**src/sv/stftdb_fifo.sv**
```systemverilog
// ----------------------------------------------------------------------------
// stftdb_fifo
// Small register queue used between front and back and on the result side.
// ----------------------------------------------------------------------------
`default_nettype none

module stftdb_fifo #(
  parameter int unsigned WIDTH = 8,
  parameter int unsigned DEPTH = 2
) (
  input  wire logic             clk_i,
  input  wire logic             rst_ni,
  input  wire logic             push_i,
  input  wire logic [WIDTH-1:0] data_i,
  output logic                  full_o,
  input  wire logic             pop_i,
  output logic [WIDTH-1:0]      data_o,
  output logic                  empty_o
);

  localparam int unsigned PW = (DEPTH > 1) ? $clog2(DEPTH) : 1;
  localparam int unsigned CW = $clog2(DEPTH + 1);

  logic [WIDTH-1:0] mem_q [DEPTH];
  logic [PW-1:0]    wptr_q, rptr_q;
  logic [CW-1:0]    cnt_q;
  logic             do_push, do_pop;

  assign full_o  = (cnt_q == CW'(DEPTH));
  assign empty_o = (cnt_q == '0);
  assign do_push = push_i && !full_o;
  assign do_pop  = pop_i && !empty_o;
  assign data_o  = mem_q[rptr_q];

  always_ff @(posedge clk_i) begin
    if (do_push) begin
      mem_q[wptr_q] <= data_i;
    end
  end

  always_ff @(posedge clk_i or negedge rst_ni) begin
    if (!rst_ni) begin
      wptr_q <= '0;
      rptr_q <= '0;
      cnt_q  <= '0;
    end else begin
      if (do_push) begin
        wptr_q <= (wptr_q == PW'(DEPTH - 1)) ? '0 : wptr_q + PW'(1);
      end
      if (do_pop) begin
        rptr_q <= (rptr_q == PW'(DEPTH - 1)) ? '0 : rptr_q + PW'(1);
      end
      if (do_push && !do_pop) begin
        cnt_q <= cnt_q + CW'(1);
      end else if (do_pop && !do_push) begin
        cnt_q <= cnt_q - CW'(1);
      end
    end
  end

endmodule

`default_nettype wire

```
**config.mk**
```make
export PLATFORM = sky130hd
export DESIGN_NAME = stftdb_fifo
export DESIGN_NICKNAME = d
export VERILOG_FILES = /design/src/sv/stftdb_fifo.sv
export SDC_FILE = /design/constraint.sdc
export NUM_CORES = 1
export LEC_CHECK = 0
export ABC_AREA = 1
export BUFFER_PORTS_ARGS = -buffer_cell sky130_fd_sc_hd__buf_2
export CAP_MARGIN = 30
export CORE_UTILIZATION = 35
export DETAILED_ROUTE_END_ITERATION = 6
export PLACE_DENSITY = 0.68
export SKIP_LAST_GASP = 1
export SLEW_MARGIN = 15
export SYNTH_ARGS = -nofsm -noshare
export SYNTH_HDL_FRONTEND = slang
export SYNTH_SLANG_ARGS = --single-unit
```
**constraint.sdc**
```tcl
create_clock -name clk_i -period 3.1 [get_ports clk_i]
set_clock_uncertainty 0.2 [all_clocks]
set_input_delay 0.62 -clock clk_i [delete_from_list [all_inputs] [get_ports clk_i]]
set_output_delay 0.62 -clock clk_i [all_outputs]
set_load 0.005 [all_outputs]
```
==> results.ini <==
[cts]
cts-root-buf = clkbuf_4
cts_sinks = 20
ctsHtreeMaxLevel = 1
path_clk_slew_ps = 100
cts_buffer_depth = 2
clk_latency_ps = 280
numCtsBuffers = 3
cts_tree = built

[synth]
synth_mux_area_share_pct = 0
syn_area_um2 = 810
ys_types = 14
yosysWarnings = 0
synth-simple-area-share_pct = 20.1
synth-seq-area-share_pct = 71.7
synth-seq-cells = 20
synth_xor_xnor_area_share_pct = 1.08
syn_avg_cell_area_um2 = 11.1
synthTopCellsByArea = edfxtp_1, nand2_1, dfrtp_1, inv_1, ha_1
synth_top_area_cell = edfxtp_1
postSynthCellCount = 73
syn_nets = 86
yosys.area.top_type_share_pct = 59.4
synthAdderAreaFrac_pct = 1.55
synth-compound-area-share_pct = 1.24
synth_top_family_by_area = simple AND/OR/NAND/NOR gates

[route]
vias = 557
drt_iter0_markers = 0
wl_per_cell_um = 10.3
finalWirelength_um = 1290
drt_pass1_iterations = 1
ant_nets = 0
drc = 0
via_per_inst = 4.46

[timing]
setup_viol = 0
drv_slew = 0
worst_pin_slew_ps = 629
max_slew_margin_pct = 57.9
max_freq_ghz = 0.485
fin_crit_sh_pct = 66.5
setup_ws_ps = 1040
finalHoldViolCount = 0
finalSetupTns_ps = 0
post-route-min-period_ps = 2060
rsz0062_at_grt = no

[global_routing]
grt_max_degree = 11
antenna_found_initial = 0
grt.total_usage_pct = 12.6
grt-ovfl-total = 0
grt_pass1_vias = 554
grt_pass1_wl_um = 2220

[worst_setup_path]
critPathMaxFanout = 10
worstSetupPathType = reg2out
cp-start-kind = flop
worst_ep_required_time_ps = 2280
arrival_ps = 1240
crit_path_end_kind = primary output

[min_path]
hold_path_class = reg2reg

[power]
p_per_area_nw_per_um2 = 839
leakage_nw = 0.463
p_total_mw = 0.820
vdd_drop_max_mv = 0.489

[cells_and_area]
mostFrequentLayoutCell = nand2_1
antennaDiodeCount = 0
final_util_pct = 44.6
area_growth_pct = 20.7
drive_gt1_share_pct = 27.8
layout_common_cells = nand2_1, buf_2, edfxtp_1, inv_1, dfrtp_1
finalNetCount = 112

[die]
coreArea_um2 = 2190
die_height_um = 50.1
rows = 17
die_x_um = 50.1
die_area_um2 = 2510
ios = 22
start_util_pct = 37.0

[placed_design]
finalWeightedCongestion = 0.682
place_ws_ps = 1190
portBuffers = 21

[status]
outcome = completed

[run]
maxCapViolCount = 0

## repair_timing
item | 4_1_cts | 5_1_grt
hold buffers | 1 | 0
setup buffers | 0 | 0
hold endpoints to repair | 4 | 0
resized for setup | 0 | 0
## through the flow
step	instances	hold WS [ps]	instance area [um2]
detailed placement	121	234	945
global route	125	293	977
floorplan	73	124	810
global placement	121	231	945
finish	125	317	977
CTS	125	310	977
## critical path, cell delays in order, from the launching register on
cell and delay [ps]:
dfrtp_1 540, inv_2 160, nand2_1 100, nand2_1 50, buf_2 120
## registers in the layout, indices dropped and copies added, names as in the netlist
register and flops:
mem_q 16, wptr_q 1, cnt_q 2, rptr_q 1
## synthesized netlist by cell type
master	number
inv_1	7
nand3_1	1
xnor2_1	1
ha_1	1
nand3b_1	1
buf_2	1
nor2_1	2
nand4_1	1
nor2_2	2
nand2_1	33
o21ai_0	2
dfrtp_1	4
edfxtp_1	16
inv_2	1
## power breakdown
group	switching, mW	internal (mW)	total [mW]	leakage, nW
logic	0.167	0.119	0.285	0.252
registers	0.0512	0.373	0.424	0.197
clock network	0.0650	0.0450	0.110	0.0138
total	0.283	0.537	0.820	0.463
## cell families after synthesis
family | after synthesis
AND/OR/NAND/NOR | 40
flip-flops | 20
buffers and inverters | 9
AO/OA/AOI/OAI | 2
XOR/XNOR | 1
adder cells (fa/ha/maj) | 1
## layer usage
metal	GRT usage (%)	up-vias	part of all wire, %
met5	0	-	0
met4	9.52	0	0.93
met3	2.78	2	5.3
met2	20.7	15	48
met1	14.2	254	45
li1	-	286	-
## worst paths after layout
kind	start	end	slack, ps	cells after the start
worst max-delay path	rptr_q	data_o[3]	1040	4
worst min register to register	wptr_q	wptr_q	320	2
max in group asynchronous	rst_ni	wptr_q	2120	2
min in group asynchronous	rst_ni	cnt_q[0]	460	2
worst max register to register	cnt_q[0]	mem_q[1][3]	1400	2
worst min-delay path	wptr_q	wptr_q	320	2
## cell type report
cell class | count | area (um2)
multi-input cells | 44 | 194
inverters | 8 | 30.0
well taps | 28 | 35.0
repair buffers | 22 | 115
flip-flops and latches | 20 | 581
clock buffers | 3 | 22.5
fillers | 221 | 1210
Power figures use the tool's default switching activity.
