==> config.mk <==
export PLATFORM = sky130hd
export DESIGN_NAME = stftdb_front
export DESIGN_NICKNAME = d
export VERILOG_FILES = /design/src/sv/stftdb_pkg.sv /design/src/sv/stftdb_front.sv
export SDC_FILE = /design/constraint.sdc
export NUM_CORES = 1
export LEC_CHECK = 0
export BUFFER_PORTS_ARGS = -buffer_cell sky130_fd_sc_hd__buf_2
export CAP_MARGIN = 40
export CORE_ASPECT_RATIO = 0.8
export CORE_UTILIZATION = 40
export DETAILED_ROUTE_END_ITERATION = 8
export MAX_ROUTING_LAYER = met4
export PLACE_DENSITY = 0.6
export RECOVER_POWER = 25
export SLEW_MARGIN = 40
export SYNTH_ARGS = -nofsm -noshare
export SYNTH_HDL_FRONTEND = slang
export SYNTH_SLANG_ARGS = --single-unit
==> constraint.sdc <==
create_clock -name clk_i -period 11 [get_ports clk_i]
set_input_delay 1.1 -clock clk_i [delete_from_list [all_inputs] [get_ports clk_i]]
set_output_delay 1.1 -clock clk_i [all_outputs]
set_load 0.03 [all_outputs]
==> src/sv/stftdb_pkg.sv <==
// ----------------------------------------------------------------------------
// stftdb_pkg
// Shared types, codes and constants of the short-time power spectrum engine.
// ----------------------------------------------------------------------------
`default_nettype none

package stftdb_pkg;

  localparam int unsigned PTR_W  = 12;   // ring slot / coefficient index, widest size
  localparam int unsigned FILL_W = 13;   // fill offset and tail length

  localparam logic [1:0] REQ_COEF   = 2'd0;
  localparam logic [1:0] REQ_SAMPLE = 2'd1;
  localparam logic [1:0] REQ_FLUSH  = 2'd2;

  localparam logic [FILL_W-1:0] FILL_CAP = 13'd8191;

  localparam logic [63:0] PI4_Q32 = 64'd3373259426;
  localparam logic [63:0] ONE_Q32 = 64'd4294967296;
  localparam logic [63:0] EPS_E82 = 64'd4835703;
  localparam logic [63:0] EPS_E80 = 64'd1208926;
  localparam logic signed [63:0] DB_PER_OCT_Q24 = 64'sd50504453;
  localparam logic signed [63:0] DB_MIN = -64'sd46080;
  localparam logic signed [63:0] DB_MAX = 64'sd8191;

  typedef enum logic [1:0] {
    CMD_COEF,
    CMD_SAMPLE,
    CMD_FLUSH
  } cmd_op_e;

  typedef struct packed {
    cmd_op_e           op;
    logic [15:0]       data;
    logic [PTR_W-1:0]  addr;
    logic              frame;
    logic [FILL_W-1:0] avail;
  } cmd_t;

  typedef struct packed {
    logic [5:0]         bin_index;
    logic signed [16:0] level_db;
    logic               padded_frame;
    logic               last_bin;
  } res_t;

  typedef enum logic [3:0] {
    ST_IDLE,
    ST_WIN,
    ST_DFT,
    ST_ROUND,
    ST_SQUARE,
    ST_SUM,
    ST_NORM,
    ST_LOG,
    ST_SCALE,
    ST_CLAMP,
    ST_EMIT
  } back_state_e;

  // Q1.30 twiddle for angle 2*pi*m/2^lg, octant Taylor series in Q.32.
  function automatic logic signed [31:0] twiddle(input int unsigned m,
                                                 input int unsigned lg,
                                                 input logic want_sin);
    logic [63:0] quarter, eighth, q, u, v, phi, p, t, s_raw, c_raw;
    logic [31:0] s, c, s0, c0, cv, sv;
    quarter = 64'd1 << (lg - 2);
    eighth  = 64'd1 << (lg - 3);
    q = 64'(m) >> (lg - 2);
    u = 64'(m) & (quarter - 64'd1);
    v = (u <= eighth) ? u : quarter - u;
    phi = (v * 64'd8 * PI4_Q32) >> lg;
    p = (phi * phi) >> 32;
    t = ONE_Q32;
    t = ONE_Q32 - (((p * t) >> 32) / 64'd210);
    t = ONE_Q32 - (((p * t) >> 32) / 64'd156);
    t = ONE_Q32 - (((p * t) >> 32) / 64'd110);
    t = ONE_Q32 - (((p * t) >> 32) / 64'd72);
    t = ONE_Q32 - (((p * t) >> 32) / 64'd42);
    t = ONE_Q32 - (((p * t) >> 32) / 64'd20);
    t = ONE_Q32 - (((p * t) >> 32) / 64'd6);
    s_raw = (phi * t) >> 32;
    t = ONE_Q32;
    t = ONE_Q32 - (((p * t) >> 32) / 64'd240);
    t = ONE_Q32 - (((p * t) >> 32) / 64'd182);
    t = ONE_Q32 - (((p * t) >> 32) / 64'd132);
    t = ONE_Q32 - (((p * t) >> 32) / 64'd90);
    t = ONE_Q32 - (((p * t) >> 32) / 64'd56);
    t = ONE_Q32 - (((p * t) >> 32) / 64'd30);
    t = ONE_Q32 - (((p * t) >> 32) / 64'd12);
    t = ONE_Q32 - (((p * t) >> 32) / 64'd2);
    c_raw = t;
    s = 32'((s_raw + 64'd2) >> 2);
    c = 32'((c_raw + 64'd2) >> 2);
    if (u <= eighth) begin
      s0 = s;
      c0 = c;
    end else begin
      s0 = c;
      c0 = s;
    end
    case (q[1:0])
      2'd0: begin
        cv = c0;
        sv = s0;
      end
      2'd1: begin
        cv = 32'(-s0);
        sv = c0;
      end
      2'd2: begin
        cv = 32'(-c0);
        sv = 32'(-s0);
      end
      default: begin
        cv = s0;
        sv = 32'(-c0);
      end
    endcase
    twiddle = want_sin ? $signed(sv) : $signed(cv);
  endfunction

endpackage

`default_nettype wire

==> src/sv/stftdb_front.sv <==
// ----------------------------------------------------------------------------
// stftdb_front
// Classifies requests, keeps the stream counters and issues commands.
// ----------------------------------------------------------------------------
`default_nettype none

module stftdb_front #(
  parameter int unsigned FFT_SIZE = 64,
  parameter int unsigned LOG2N    = 6
) (
  input  wire logic                clk_i,
  input  wire logic                rst_ni,
  input  wire logic                cfg_valid_i,
  input  wire logic [10:0]         cfg_data_i,
  input  wire logic                in_valid_i,
  input  wire logic [1:0]          req_type_i,
  input  wire logic signed [15:0]  sample_i,
  input  wire logic [5:0]          coef_index_i,
  input  wire logic signed [15:0]  coef_value_i,
  output logic                     cmd_push_o,
  output stftdb_pkg::cmd_t         cmd_o
);

  localparam int unsigned FW = stftdb_pkg::FILL_W;
  localparam logic [FW-1:0] N_F = FW'(FFT_SIZE);

  logic [10:0]      hop_q;
  logic [LOG2N-1:0] rp_q, rp_d;
  logic [FW-1:0]    fo_q, fo_d, fo_inc, hop_ext, avail;
  logic             fe_q, fe_d;
  logic [11:0]      hop_eff;
  logic [LOG2N+5:0] cidx_ext;

  assign hop_eff  = (hop_q == '0) ? 12'(FFT_SIZE / 2) : {1'b0, hop_q};
  assign hop_ext  = FW'(hop_eff);
  assign fo_inc   = (fo_q < stftdb_pkg::FILL_CAP) ? fo_q + FW'(1) : fo_q;
  assign cidx_ext = (LOG2N + 6)'(coef_index_i);

  always_comb begin
    avail = '0;
    if (fe_q) begin
      if (fo_q > N_F && fo_q > hop_ext) begin
        avail = fo_q - hop_ext;
      end
    end else begin
      avail = fo_q;
    end
    if (avail > N_F) begin
      avail = N_F;
    end
  end

  always_comb begin
    rp_d       = rp_q;
    fo_d       = fo_q;
    fe_d       = fe_q;
    cmd_push_o = 1'b0;
    cmd_o      = '0;
    cmd_o.addr = stftdb_pkg::PTR_W'(rp_q);
    if (in_valid_i) begin
      case (req_type_i)
        stftdb_pkg::REQ_COEF: begin
          cmd_push_o = 1'b1;
          cmd_o.op   = stftdb_pkg::CMD_COEF;
          cmd_o.data = coef_value_i;
          cmd_o.addr = stftdb_pkg::PTR_W'(cidx_ext[LOG2N-1:0]);
        end
        stftdb_pkg::REQ_SAMPLE: begin
          cmd_push_o = 1'b1;
          cmd_o.op   = stftdb_pkg::CMD_SAMPLE;
          cmd_o.data = sample_i;
          rp_d       = rp_q + LOG2N'(1);
          fo_d       = fo_inc;
          if (!fe_q && fo_inc >= N_F) begin
            fe_d        = 1'b1;
            cmd_o.frame = 1'b1;
          end else if (fe_q && fo_inc >= hop_ext + N_F) begin
            fo_d        = fo_inc - hop_ext;
            cmd_o.frame = 1'b1;
          end
        end
        stftdb_pkg::REQ_FLUSH: begin
          cmd_push_o  = (avail != '0);
          cmd_o.op    = stftdb_pkg::CMD_FLUSH;
          cmd_o.frame = 1'b1;
          cmd_o.avail = avail;
          rp_d        = '0;
          fo_d        = '0;
          fe_d        = 1'b0;
        end
        default: begin
          // drop unknown request
        end
      endcase
    end
  end

  always_ff @(posedge clk_i or negedge rst_ni) begin
    if (!rst_ni) begin
      hop_q <= 11'd32;
      rp_q  <= '0;
      fo_q  <= '0;
      fe_q  <= 1'b0;
    end else begin
      if (cfg_valid_i) begin
        hop_q <= cfg_data_i;
      end
      rp_q <= rp_d;
      fo_q <= fo_d;
      fe_q <= fe_d;
    end
  end

endmodule

`default_nettype wire

==> impl_metrics.json <==
{
  "critical_path_class": "reg -> out",
  "worstMarginPinSlew_ns": 1.731,
  "clockRootBuffer": "sky130_fd_sc_hd__clkbuf_16",
  "post_synth_inst_count": 458,
  "switching_portion_of_total_power": 0.4853,
  "power_frac_seq": 0.210,
  "antenna_cells_inserted": 0,
  "worst_skew_pair.late_latency_ns": 0.27,
  "number_of_gates_resized_after_cts": 0,
  "power_frac_comb": 0.642,
  "global_route.usage.met2": 0.3258,
  "grt_setup_unrepaired": "false",
  "detailedRoute.firstPassIterationCount": 6,
  "grt.total_usage": 0.2280,
  "grt_most_used_layer": "met1",
  "final.fill_count": 939,
  "final_max_slew_viol_count": 32,
  "vias": 3749,
  "failing_checks": "max-capacitance violations, max-slew violations",
  "worst_hold_path_type": "reg -> reg",
  "cts-root-to-sink-buffers": 2,
  "synth-seq-area-share": 0.2070,
  "synth.lib_cells_used.distinct": 72,
  "finalSetupViolCount": 0,
  "max_slew_headroom_at_the_worst_pin": -0.1539,
  "synth-edff-count": 0,
  "detail_route.wirelength_um": 10770,
  "cts_hold_buffers": 0,
  "layout_commonest_cell": "sky130_fd_sc_hd__buf_2",
  "finalWorstPathRequiredPeriod_ns": 5.413,
  "status": "complete, but fails checks",
  "synth_seq_cells": 31,
  "drv.max_cap_violation_count": 1,
  "drt_iter0_drc": 412,
  "floorplan_die_area_um2": 9778,
  "setup_fix_bufs_post_cts": 0,
  "placement.setup.worst_slack_ns": 5.960,
  "global_route.usage.met1": 0.3320,
  "finalSetupTns_ns": 0,
  "vdd.ir_drop.worst_mv": 0.09361,
  "routedWlPerCell_um": 16.67,
  "power.switching_w": 0.0004684,
  "dieWidth_um": 110.3,
  "number_of_remaining_drc_errors": 0,
  "req_time_crit_path_ns": 9.90,
  "grt.met3_usage": 0.03166,
  "vias_per_cell": 5.803,
  "setup.worst_path.end_class": "primary output",
  "p_leak_nw": 2.081,
  "post_synthesis_area_per_instance_um2": 8.196,
  "floorplan.rows": 31,
  "antenna_found_initial": 0,
  "overflow": 0,
  "post_synth_instance_area_um2": 3754,
  "design.core.area_um2": 9076,
  "synthArstFlopShare": 1.000,
  "share_of_post_route_cells_with_drive_strength_above_1": 0.2279,
  "clock_skew_ns": 0.004565,
  "clock_slew_seen_by_the_registers_of_the_worst_setup_and_hold_paths_ns": 0.05,
  "cts.sinks": 31,
  "maximum_number_of_pins_on_one_net_before_global_route_repair": 32,
  "finalHoldViolCount": 0,
  "cts_tree": "done",
  "fin_nets": 625,
  "boundaryPins": 100,
  "first_pass_grt_wire_length_um": 16600,
  "cp.arrival_ns": 4.31,
  "tritoncts.num_buffers": 5,
  "layout.cells.most_common_list": "86 x sky130_fd_sc_hd__buf_2, 39 x sky130_fd_sc_hd__nand2_1, 39 x sky130_fd_sc_hd__o21ai_0",
  "ys.flop_type": "sky130_fd_sc_hd__dfrtp_1",
  "floorplan.initialDensity": 0.4136,
  "ctsHtreeMaxLevel": 2,
  "critPathMaxFanout": 15,
  "cellPowerDensity_nw_per_um2": 222.9,
  "area_delta_synth_final_pct": 15.33,
  "synth-warning-count": 0,
  "max_freq_mhz": 184.7,
  "port_buffers": 87,
  "p_clk_frac": 0.148,
  "post-route-worst-setup-slack_ns": 5.587,
  "power_report.internal_total_w": 0.0004967,
  "number_of_global_route_vias_before_repair": 3246,
  "die_height_um": 88.65,
  "antenna_violating_nets_post_route": 0,
  "dp_hpwl_um": 8567,
  "finalCritPeriodShare": 0.4921,
  "worst_setup_sp_type": "flop",
  "gpl.final_weighted_congestion": 0.9073
}
==> critical path, cell delays in order (launching register included) <==
cell	delay [ns]
sky130_fd_sc_hd__dfrtp_1	0.53
sky130_fd_sc_hd__nand4_1	0.19
sky130_fd_sc_hd__nor3_1	0.34
sky130_fd_sc_hd__nand3_1	0.21
sky130_fd_sc_hd__and3_1	0.25
sky130_fd_sc_hd__xor2_1	0.17
sky130_fd_sc_hd__ha_1	0.35
sky130_fd_sc_hd__o21a_1	0.14
sky130_fd_sc_hd__o31ai_1	0.10
sky130_fd_sc_hd__a21oi_1	0.31
sky130_fd_sc_hd__o21ai_0	0.16
sky130_fd_sc_hd__a311o_1	0.43
sky130_fd_sc_hd__nand2_2	0.34
sky130_fd_sc_hd__o21ai_0	0.13
sky130_fd_sc_hd__a21oi_1	0.14
sky130_fd_sc_hd__buf_2	0.23
==> flip-flops by register name (all words and copies together) (netlist names) <==
register / count
fe_q: 1
rp_q: 6
hop_q: 11
fo_q: 13
==> path summary, 6_finish.rpt <==
path | slack (ns) | cells past startpoint | start | end
worst max-delay path | 5.59 | 15 | fo_q[2]$_DFFE_PN0P_ | cmd_o[13]
worst min-delay path | 0.49 | 1 | rp_q[5]$_DFFE_PN0P_ | rp_q[5]$_DFFE_PN0P_
worst max register to register | 6.89 | 14 | fo_q[2]$_DFFE_PN0P_ | fo_q[12]$_DFFE_PN0P_
worst min register to register | 0.49 | 1 | rp_q[5]$_DFFE_PN0P_ | rp_q[5]$_DFFE_PN0P_
max in group asynchronous | 8.71 | 1 | rst_ni | fo_q[7]$_DFFE_PN0P_
min in group asynchronous | 1.27 | 1 | rst_ni | rp_q[1]$_DFFE_PN0P_
==> metal layers <==
layer	up-vias	wire length [um]
met2	159	4679
met3	18	666
met4	0	180
met1	1749	5244
met5	-	0
li1	1823	-
==> kinds of logic after synthesis <==
group                    Yosys count  share of synthesized area
flip-flops                        31                     0.2070
other                              1                  0.0009990
AND/OR/NAND/NOR                  146                     0.2003
multiplexers                      18                    0.05133
XOR/XNOR                          23                    0.05367
adder cells (fa/ha/maj)           40                     0.1373
AO/OA/AOI/OAI                    143                     0.2730
buffers and inverters             56                    0.07633
==> per-stage QoR <==
stage / instance area [um^2] / instances / power (W) / util / hold WS, ns
finish: 4329 / 646 / 0.0009651 / 0.4770 / 0.4879
global route: 4329 / 646 / 0.001042 / 0.4770 / 0.5568
CTS: 4330 / 646 / 0.0009562 / 0.4771 / 0.4865
detailed placement: 4174 / 638 / 0.0008099 / 0.4599 / 0.4824
global placement: 4174 / 638 / 0.0008079 / 0.4599 / 0.4705
floorplan: 3795 / 469 / 0.0006733 / - / 0.4467
==> synthesized netlist by cell type (6+ instances only) <==
master                     instances  area, um^2
sky130_fd_sc_hd__a31oi_1           8       50.05
sky130_fd_sc_hd__nor2_1           27       101.4
sky130_fd_sc_hd__a22oi_1           6       45.04
sky130_fd_sc_hd__xnor2_1          13       113.9
sky130_fd_sc_hd__mux2_2           10       112.6
sky130_fd_sc_hd__o21a_1           10       75.07
sky130_fd_sc_hd__nand2_1          39       146.4
sky130_fd_sc_hd__buf_4            13       97.59
sky130_fd_sc_hd__a22o_1           19       166.4
sky130_fd_sc_hd__ha_1             38       475.5
sky130_fd_sc_hd__o21ai_0          39       195.2
sky130_fd_sc_hd__a21oi_1          16       80.08
sky130_fd_sc_hd__mux2i_1           8       80.08
sky130_fd_sc_hd__nor3_1           10       50.05
sky130_fd_sc_hd__and3_1            7       43.79
sky130_fd_sc_hd__nand4_1           8       50.05
sky130_fd_sc_hd__clkbuf_1         12       45.04
sky130_fd_sc_hd__xor2_1           10       87.58
sky130_fd_sc_hd__nand3_1          15       75.07
sky130_fd_sc_hd__and2_1            8       50.05
sky130_fd_sc_hd__inv_1            23       86.33
sky130_fd_sc_hd__dfrtp_1          30       750.7
sky130_fd_sc_hd__nor4_1            6       37.54
==> power by group through the flow <==
stage | sequential, W | clock (W) | combinational (W)
3_5_place_dp | 0.000202 | 0 | 0.000608
6_report | 0.000202 | 0.000143 | 0.000620
2_1_floorplan | 0.000170 | 0 | 0.000503
4_1_cts | 0.000200 | 0.000145 | 0.000611
3_3_place_gp | 0.000200 | 0 | 0.000608
5_1_grt | 0.000208 | 0.000150 | 0.000684
==> layout make-up <==
type | count | area, um^2 | share of cell area
Clock buffer | 8 | 156.4 | 0.03613
Inverter | 23 | 86.33 | 0.01994
Multi-Input combinational cell | 382 | 2731 | 0.6309
Sequential cell | 31 | 777.0 | 0.1795
Tap cell | 115 | 143.9 | 0.03324
Timing Repair Buffer | 87 | 434.2 | 0.1003
Note: power is estimated with default switching activity, not from simulation.
